==> src/rtl/scs1a_pkg.sv <==
// scs1a_pkg: shared types, scan codes and key map for the set-1 scan-code decoder
// no dependencies; imported by scancode_set1_to_ascii and tb_scancode_set1_to_ascii
`default_nettype none

package scs1a_pkg;

  localparam logic [7:0] ScanPrefix = 8'hE0;  // extended-key prefix byte
  localparam int unsigned BreakBit = 7;       // set on key release

  localparam logic [6:0] KeyLast   = 7'h3A;
  localparam logic [6:0] KeyCtrl   = 7'h1D;
  localparam logic [6:0] KeyLShift = 7'h2A;
  localparam logic [6:0] KeyRShift = 7'h36;
  localparam logic [6:0] KeyAlt    = 7'h38;
  localparam logic [6:0] KeyCaps   = 7'h3A;

  typedef struct packed {
    logic [6:0] shifted;
    logic [6:0] plain;
  } key_pair_t;

  // keys whose second column follows shift alone, caps lock has no effect
  function automatic logic shift_only_key(input logic [6:0] code);
    logic res;
    case (code) inside
      [7'h00:7'h0D], 7'h1A, 7'h1B, 7'h27, 7'h28, 7'h29, 7'h2B,
      7'h33, 7'h34, 7'h35: res = 1'b1;
      default:             res = 1'b0;
    endcase
    return res;
  endfunction

  // ascii map, zero marks a modifier or an unused code
  function automatic key_pair_t key_map(input logic [5:0] idx);
    key_pair_t res;
    unique case (idx)
      6'h01: res = '{7'h1B, 7'h1B};
      6'h02: res = '{7'h21, 7'h31};
      6'h03: res = '{7'h40, 7'h32};
      6'h04: res = '{7'h23, 7'h33};
      6'h05: res = '{7'h24, 7'h34};
      6'h06: res = '{7'h25, 7'h35};
      6'h07: res = '{7'h5E, 7'h36};
      6'h08: res = '{7'h26, 7'h37};
      6'h09: res = '{7'h2A, 7'h38};
      6'h0A: res = '{7'h28, 7'h39};
      6'h0B: res = '{7'h29, 7'h30};
      6'h0C: res = '{7'h5F, 7'h2D};
      6'h0D: res = '{7'h2B, 7'h3D};
      6'h0E: res = '{7'h08, 7'h08};
      6'h0F: res = '{7'h09, 7'h09};
      6'h10: res = '{7'h51, 7'h71};
      6'h11: res = '{7'h57, 7'h77};
      6'h12: res = '{7'h45, 7'h65};
      6'h13: res = '{7'h52, 7'h72};
      6'h14: res = '{7'h54, 7'h74};
      6'h15: res = '{7'h59, 7'h79};
      6'h16: res = '{7'h55, 7'h75};
      6'h17: res = '{7'h49, 7'h69};
      6'h18: res = '{7'h4F, 7'h6F};
      6'h19: res = '{7'h50, 7'h70};
      6'h1A: res = '{7'h7B, 7'h5B};
      6'h1B: res = '{7'h7D, 7'h5D};
      6'h1C: res = '{7'h0D, 7'h0D};
      6'h1E: res = '{7'h41, 7'h61};
      6'h1F: res = '{7'h53, 7'h73};
      6'h20: res = '{7'h44, 7'h64};
      6'h21: res = '{7'h46, 7'h66};
      6'h22: res = '{7'h47, 7'h67};
      6'h23: res = '{7'h48, 7'h68};
      6'h24: res = '{7'h4A, 7'h6A};
      6'h25: res = '{7'h4B, 7'h6B};
      6'h26: res = '{7'h4C, 7'h6C};
      6'h27: res = '{7'h3A, 7'h3B};
      6'h28: res = '{7'h22, 7'h27};
      6'h29: res = '{7'h7E, 7'h60};
      6'h2B: res = '{7'h7C, 7'h5C};
      6'h2C: res = '{7'h5A, 7'h7A};
      6'h2D: res = '{7'h58, 7'h78};
      6'h2E: res = '{7'h43, 7'h63};
      6'h2F: res = '{7'h56, 7'h76};
      6'h30: res = '{7'h42, 7'h62};
      6'h31: res = '{7'h4E, 7'h6E};
      6'h32: res = '{7'h4D, 7'h6D};
      6'h33: res = '{7'h3C, 7'h2C};
      6'h34: res = '{7'h3E, 7'h2E};
      6'h35: res = '{7'h3F, 7'h2F};
      6'h37: res = '{7'h2A, 7'h2A};
      6'h39: res = '{7'h20, 7'h20};
      default: res = '{7'h00, 7'h00};
    endcase
    return res;
  endfunction

endpackage

`default_nettype wire

==> src/rtl/scancode_set1_to_ascii.sv <==
// scancode_set1_to_ascii: set-1 keyboard scan-code to ascii decoder, top level
// depends on scs1a_pkg for scan codes and the key map
`default_nettype none

// usage
// - input channel (in_valid / in_ready): one raw scan-code byte per word, with
//   in_buffer_full telling whether the downstream character buffer is full
// - result channel (out_valid / out_ready): exactly one word per input byte,
//   carrying the decoded character (or none), an unknown-key flag and the
//   ctrl, shift, alt and caps-lock states after that byte
// - two register stages: an input register, then the decode and modifier
//   update, then the result register; an accepted byte waits in the input
//   register until the result register is free, then out_valid rises
// - throughput is one byte per cycle while out_ready stays high; the key map
//   lookup and flag update between the two registers are combinational
// - 0xE0 arms a prefix flag that applies to the next byte only; its own
//   result word carries no character and no unknown flag
// - when out_ready is low the result register holds its word, the input
//   register fills, and in_ready drops only once both are occupied
// - modifier state changes when a byte moves from the input register into
//   the result register, so results always follow byte order
// - reset (rst_n low, synchronous) empties both stages and clears the
//   prefix flag and all modifier states
module scancode_set1_to_ascii (
  input  wire logic       clk,
  input  wire logic       rst_n,
  input  wire logic       in_valid,
  output logic            in_ready,
  input  wire logic [7:0] in_scan_byte,
  input  wire logic       in_buffer_full,
  output logic            out_valid,
  input  wire logic       out_ready,
  output logic            out_char_valid,
  output logic [6:0]      out_ascii_char,
  output logic            out_unknown_key,
  output logic            out_ctrl_down,
  output logic            out_shift_down,
  output logic            out_alt_down,
  output logic            out_caps_on
);
  import scs1a_pkg::*;

  // input stage
  logic       s1_valid_r, s1_valid_nxt;
  logic [7:0] s1_byte_r;
  logic       s1_full_r;

  // keyboard state
  logic prefix_r, prefix_nxt;
  logic ctrl_r, ctrl_nxt;
  logic shift_r, shift_nxt;
  logic alt_r, alt_nxt;
  logic caps_r, caps_nxt;

  // result stage
  logic       out_valid_r, out_valid_nxt;
  logic       char_valid_r, char_valid_nxt;
  logic [6:0] ascii_r, ascii_nxt;
  logic       unknown_r, unknown_nxt;

  logic       s2_free;
  logic       advance;
  logic       in_take;
  logic [6:0] code;
  logic       handled;
  logic       col_sel;
  key_pair_t  pair;
  logic [6:0] ch;

  assign s2_free  = !out_valid_r || out_ready;
  assign advance  = s1_valid_r && s2_free;
  assign in_ready = !s1_valid_r || s2_free;
  assign in_take  = in_valid && in_ready;

  assign code = s1_byte_r[6:0];

  // make codes that go through the key map; extended ones are right ctrl and alt
  assign handled = prefix_r ? (code == KeyCtrl || code == KeyAlt)
                            : (code != 7'h00 && code <= KeyLast);

  assign col_sel = (!prefix_r && shift_only_key(code)) ? shift_r : (shift_r ^ caps_r);
  assign pair    = key_map(code[5:0]);
  assign ch      = col_sel ? pair.shifted : pair.plain;

  always_comb begin
    prefix_nxt     = prefix_r;
    ctrl_nxt       = ctrl_r;
    shift_nxt      = shift_r;
    alt_nxt        = alt_r;
    caps_nxt       = caps_r;
    char_valid_nxt = 1'b0;
    ascii_nxt      = '0;
    unknown_nxt    = 1'b0;
    if (s1_byte_r == ScanPrefix) begin
      prefix_nxt = 1'b1;
    end else begin
      prefix_nxt = 1'b0;
      if (s1_byte_r[BreakBit]) begin
        // release: extended shift codes leave shift alone
        if (code == KeyCtrl) begin
          ctrl_nxt = 1'b0;
        end else if (!prefix_r && (code == KeyLShift || code == KeyRShift)) begin
          shift_nxt = 1'b0;
        end else if (code == KeyAlt) begin
          alt_nxt = 1'b0;
        end
      end else if (handled) begin
        if (ch != 7'h00) begin
          if (!s1_full_r) begin
            char_valid_nxt = 1'b1;
            ascii_nxt      = ch;
          end
        end else if (code == KeyCtrl) begin
          ctrl_nxt = 1'b1;
        end else if (code == KeyLShift || code == KeyRShift) begin
          shift_nxt = 1'b1;
        end else if (code == KeyAlt) begin
          alt_nxt = 1'b1;
        end else if (code == KeyCaps) begin
          caps_nxt = !caps_r;
        end
      end else begin
        unknown_nxt = 1'b1;
      end
    end
  end

  always_comb begin
    s1_valid_nxt = s1_valid_r;
    if (in_take) begin
      s1_valid_nxt = 1'b1;
    end else if (advance) begin
      s1_valid_nxt = 1'b0;
    end
    out_valid_nxt = out_valid_r;
    if (advance) begin
      out_valid_nxt = 1'b1;
    end else if (out_ready) begin
      out_valid_nxt = 1'b0;
    end
  end

  always_ff @(posedge clk) begin
    if (!rst_n) begin
      s1_valid_r  <= 1'b0;
      out_valid_r <= 1'b0;
      prefix_r    <= 1'b0;
      ctrl_r      <= 1'b0;
      shift_r     <= 1'b0;
      alt_r       <= 1'b0;
      caps_r      <= 1'b0;
    end else begin
      s1_valid_r  <= s1_valid_nxt;
      out_valid_r <= out_valid_nxt;
      if (advance) begin
        prefix_r <= prefix_nxt;
        ctrl_r   <= ctrl_nxt;
        shift_r  <= shift_nxt;
        alt_r    <= alt_nxt;
        caps_r   <= caps_nxt;
      end
    end
  end

  // payload registers
  always_ff @(posedge clk) begin
    if (in_take) begin
      s1_byte_r <= in_scan_byte;
      s1_full_r <= in_buffer_full;
    end
    if (advance) begin
      char_valid_r <= char_valid_nxt;
      ascii_r      <= ascii_nxt;
      unknown_r    <= unknown_nxt;
    end
  end

  assign out_valid       = out_valid_r;
  assign out_char_valid  = char_valid_r;
  assign out_ascii_char  = ascii_r;
  assign out_unknown_key = unknown_r;
  // state registers load together with the result word, so they match it
  assign out_ctrl_down   = ctrl_r;
  assign out_shift_down  = shift_r;
  assign out_alt_down    = alt_r;
  assign out_caps_on     = caps_r;

endmodule

`default_nettype wire

==> config.mk <==
export PLATFORM = sky130hd
export DESIGN_NAME = scancode_set1_to_ascii
export DESIGN_NICKNAME = d
export VERILOG_FILES = /design/src/rtl/scs1a_pkg.sv /design/src/rtl/scancode_set1_to_ascii.sv
export SDC_FILE = /design/constraint.sdc
export NUM_CORES = 1
export LEC_CHECK = 0
export ABC_CLOCK_PERIOD_IN_PS = 3700
export BUFFER_PORTS_ARGS = -buffer_cell sky130_fd_sc_hd__buf_4
export CAP_MARGIN = 20
export CORE_MARGIN = 8
export CORE_UTILIZATION = 45
export DETAILED_ROUTE_END_ITERATION = 8
export GPL_TIMING_DRIVEN = 0
export PLACE_DENSITY = 0.75
export SLEW_MARGIN = 5
export SYNTH_ARGS = -nofsm -noshare
export SYNTH_HDL_FRONTEND = slang
export SYNTH_SLANG_ARGS = --single-unit
==> constraint.sdc <==
create_clock -name clk -period 3.7 [get_ports clk]
set_input_delay 0.555 -clock clk [delete_from_list [all_inputs] [get_ports clk]]
set_output_delay 0.555 -clock clk [all_outputs]
set_load 0.01 [all_outputs]
After elaboration in Yosys (flattened, before gate mapping) --
Memories as Yosys holds them, arrays and structs flattened. A register that Yosys moved wholly into a read port is not among the register bits. Cells that the tools add are included.
Operators by class: order comparisons 3, eq/ne operators 19, multiplexer cells 33, bitwise logic cells 8, reduce and logical (&&, ||, !) cells 28
Operator list (count):
- $eq A7 B6 Y1 const B | 11
- $mux W1 | 31
- $eq A7 B5 Y1 const B | 3
- $reduce_bool A7 Y1 | 2
- $reduce_or A10 Y1 | 1
- $reduce_and A9 Y1 | 1
- $eq A8 B8 Y1 const B | 1
- $reduce_and A8 Y1 | 1
- $reduce_bool A2 Y1 | 4
- $ge A7 B1 Y1 const B | 1
- $le A7 B4 Y1 const B | 1
- $le A7 B6 Y1 const B | 1
- $mux W7 | 1
- $not A1 Y1 | 7
- $reduce_and A7 Y1 | 1
- $logic_and A1 B1 Y1 | 6
- $mux W6 | 1
- $ne A2 B2 Y1 const B | 3
- $reduce_and A5 Y1 | 1
- $reduce_or A5 Y1 | 1
- $logic_not A1 Y1 | 4
- $logic_or A1 B1 Y1 | 4
- $reduce_or A4 Y1 | 1
- $ne A2 B1 Y1 const B | 1
- 2 further kinds | 2
Storage, ports and cells: flip-flop bits (word level) 25, memory bits (read-only) 896, input bits 13, output and inout port bits 15, memories 1
Memory list:
- (name not given) | words 64, width 14, rd ports 1, clocked after Yosys merged registers in 1, write ports 0, line scs1a_pkg.sv:36 | unique case (idx)

Longest topological paths before layout --
depth in word-level cells 11, mapped depth 10, mapped depth without buffers 9

Least setup slack after synthesis --
No wires, ideal clock.
path type input to register, from input port out_ready, to register pair[0] (netlist name), library setup time 0.134 ns, data arrival time 2.613 ns, path slack 0.952 ns, stages 10, path buffers 1, path through nand3b_4 -> nand2_2 -> mux2_2 -> inv_1 -> ha_1 -> clkbuf_1 -> nand2_1 -> a31oi_1 -> nor2_1 -> or4_1
On the way: longest elaborated chain between the ends 4
Ends and longest elaborated chain:
- start, declared | line scancode_set1_to_ascii.sv:32 | input wire logic out_ready,
- $logic_or A1 B1 Y1 | line scancode_set1_to_ascii.sv:70 | assign s2_free = !out_valid_r || out_ready;
- $logic_or A1 B1 Y1 | line scancode_set1_to_ascii.sv:72 | assign in_ready = !s1_valid_r || s2_free;
- $logic_and A1 B1 Y1 | line scancode_set1_to_ascii.sv:73 | assign in_take = in_valid && in_ready;
- $mux W6 (no source line)
Every way passes these cells. A chain may end at the register's enable or synchronous reset.

Worst setup path after layout --
from input port out_ready, to register pair[10] (netlist name)
On the way: longest elaborated chain between the ends 4
Ends and longest elaborated chain (line):
- $logic_or A1 B1 Y1 | scancode_set1_to_ascii.sv:70
- $logic_or A1 B1 Y1 | scancode_set1_to_ascii.sv:72
- $logic_and A1 B1 Y1 | scancode_set1_to_ascii.sv:73
- $mux W6 (no source line)
Every way passes these cells.

==> impl_metrics.json <==
{
  "outcome": "finished, final reports clean",
  "drv_slew": 0,
  "fin_crit_ns": 3.18,
  "gp_congestion": 0.966,
  "final-instance-count-excl-fill": 433,
  "p_leak_uw": 0.00128,
  "rr_startpoint": "out_valid",
  "startpoint_type": "input pin",
  "vias_per_cell": 6.27,
  "htreeDepth": 2,
  "synthMuxAreaShare": 0.0803,
  "period_share": 0.860,
  "synth_area_sq_mm": 0.00274,
  "postCtsResizedCells": 0,
  "grt_pass1_vias": 2468,
  "largest_reg_flops": 14,
  "syn_area_per_cell_sq_um": 8.46,
  "swShare": 0.329,
  "routed_wl_um": 7550,
  "grtUsageTotal": 0.174,
  "cts.sinks": 39,
  "dieHeight_um": 94.1,
  "max_freq_mhz": 314,
  "syn_to_final_growth_pct": 13.6,
  "p_clk_frac": 0.250,
  "power.switching_uw": 365,
  "cp-end-kind": "flop",
  "die_w_um": 94.1,
  "synth_top_family_by_area": "compound AO/OA/AOI/OAI gates",
  "rsz0062_at_grt": "no",
  "antenna_found_initial": 0,
  "final_antenna_net_count": 0,
  "dp_hpwl_um": 5500,
  "cts-hold-fix-buffers": 0,
  "synth_cell_types": 62,
  "async_reset_ff_frac": 0,
  "reg2reg_depth": 10,
  "yosys_most_used_dff": "dfxtp_1",
  "cts_tree": "yes",
  "cp.required_ns": 3.86,
  "insertion_delay_ns": 0.29,
  "worst_pin_slew_ns": 0.830,
  "yosysSeqAreaShare": 0.350,
  "cap_violations": 0,
  "finClkSkew_ns": 0.00795,
  "min_path_cells": 1,
  "synth_edf_count": 18,
  "clk_pin_slew_worst_paths_ns": 0.08,
  "power_frac_comb": 0.280,
  "setup_viol": 0,
  "num_vias": 2713,
  "power.share.sequential": 0.470,
  "slew_headroom": 0.441,
  "min_from": "in_buffer_full",
  "cp_max_fo": 11,
  "crit_type": "input pin to flop",
  "fp-row-count": 28,
  "grt_pass1_wl_um": 12200,
  "synth_area_leaders": "edfxtp_1, dfxtp_1, nand2_1, ha_1, mux2i_1",
  "p_per_area_mw_per_mm2": 355,
  "setup_tns_ns": 0,
  "syn_nets": 348,
  "drc": 0,
  "port_buffers": 26,
  "finalHoldViolations": 0,
  "drt_first_pass_iters": 5,
  "coreArea_sq_mm": 0.00592,
  "r2r_setup_slack_ns": 0.55,
  "start_util": 0.463,
  "pin_count": 28,
  "grt_overflow_total": 0,
  "post_cts_buffers": 0,
  "synthSimpleGateAreaFrac": 0.231,
  "reg2reg_to": "pair[10]",
  "antenna_cells": 0,
  "worst_ep_arrival_time_ns": 3.34,
  "routedWlPerCell_um": 17.4,
  "fin_hold_ws_ns": 0.440,
  "synth_compound_area_frac": 0.231,
  "die-area_sq_mm": 0.00885,
  "ir_drop_mv": 0.169,
  "synth_fa_ha_area_frac": 0.0502,
  "grt_max_degree": 15,
  "synth_xor_area_frac": 0.00319,
  "syn_inst": 324,
  "fillers": 562,
  "synth_top_area_share": 0.197,
  "power.internal_uw": 743,
  "drt-initial-drc-count": 224,
  "clock-root-buffer": "clkbuf_8",
  "synth-seq-cells": 39,
  "hold_class": "input pin to flop",
  "cts_buffers": 5,
  "drive_gt1_frac": 0.159,
  "dpl.cell_count": 425,
  "min_to": "s1_full_r",
  "nets": 381,
  "yosysWarningCount": 0,
  "clk_path_buf_depth": 2,
  "synth_top_area_cell": "edfxtp_1"
}
==> power groups by stage <==
stage	Sequential (uW)	Combinational (uW)	Clock, uW
after floorplan	526	210	0
after global placement	528	303	0
after detailed placement	530	300	0
after CTS	520	302	281
after global routing	525	338	301
final	520	310	277
==> critical path, stage by stage <==
cell	delay, ns
buf_4	0.11
nand3b_4	0.18
nand2_2	0.18
mux2_2	0.49
inv_1	0.31
ha_1	0.22
clkbuf_1	0.38
nand2_1	0.28
o21ai_0	0.16
a221oi_1	0.11
a311o_1	0.37
==> final cells by class <==
| cell class | instances | area, sq um | share of cell area |
|---|---|---|---|
| Tap cell | 75 | 93.8 | 0.0301 |
| Clock inverter | 2 | 12.5 | 0.00401 |
| Inverter | 12 | 45.0 | 0.0145 |
| Sequential cell | 39 | 961 | 0.308 |
| Buffer | 21 | 103 | 0.0329 |
| Multi-Input combinational cell | 252 | 1630 | 0.524 |
| Timing Repair Buffer | 26 | 195 | 0.0626 |
| Clock buffer | 6 | 72.6 | 0.0233 |
==> synthesized netlist by cell type (3+ instances only) <==
master / instances
nand2_1: 43
nor2_1: 24
dfxtp_1: 21
o21ai_0: 21
nor3_1: 19
edfxtp_1: 18
a21oi_1: 13
mux2i_1: 13
nand3_1: 12
ha_1: 11
clkbuf_1: 10
inv_1: 10
a31oi_1: 7
buf_2: 7
a211oi_1: 6
and3_1: 5
nand2b_1: 5
o22ai_1: 5
mux2_2: 4
nand4_1: 4
nor4_1: 4
a211o_1: 3
a21boi_0: 3
a21o_1: 3
a221oi_1: 3
a311o_1: 3
==> worst max path at each step <==
stage / from / endpoint / slack (ns) / depth (start not counted)
floorplan: out_ready / pair[0] / 0.95 / 10
global placement: out_ready / pair[10] / 0.32 / 11
detailed placement: out_ready / pair[10] / 0.36 / 11
CTS: out_ready / pair[10] / 0.66 / 11
global route: out_ready / pair[10] / 0.42 / 11
finish: out_ready / pair[10] / 0.52 / 11
==> kinds of logic (layout without fill, tap and decap cells) <==
kind of cell,count (synthesis),after routing
flops,39,39
mux,19,19
fa+ha+maj,11,11
simple gates,130,130
buf+inv,33,67
xor+xnor,1,1
compound gates,91,91
==> layer usage <==
layer	GRT usage	vias up	share of wire
met4	0.106	0	0.043
li1	-	1274	-
met3	0.0288	34	0.10
met1	0.217	1212	0.41
met5	0	-	0
met2	0.274	193	0.45
==> layout by cell type (no fill, tap or decap), types with 3 or more instances in the layout <==
cell and n:
a211o_1 3, buf_2 7, nand2b_1 5, dfxtp_1 21, nand2_1 43, mux2_2 4, nand4_1 4, o22ai_1 5
inv_1 10, a221oi_1 3, nor4_1 4, a21o_1 3, a211oi_1 6, nor2_1 24, mux2i_1 13, o21ai_0 21
nand3_1 12, a311o_1 3, and3_1 5, clkbuf_1 11, clkbuf_8 5, a21oi_1 13, a31oi_1 7, nor3_1 19
edfxtp_1 18, buf_4 28, ha_1 11, a21boi_0 3
==> metrics by stage <==
step                       util  setup WS (ns)  area (sq um)  power, uW
after floorplan               -          0.952          2740        736
after global placement    0.512          0.318          3030        831
after detailed placement  0.512          0.356          3030        831
after CTS                 0.526          0.655          3120       1100
after global routing      0.526          0.422          3120       1160
final                     0.526          0.518          3120       1110
(Power assumes the default switching activity.)
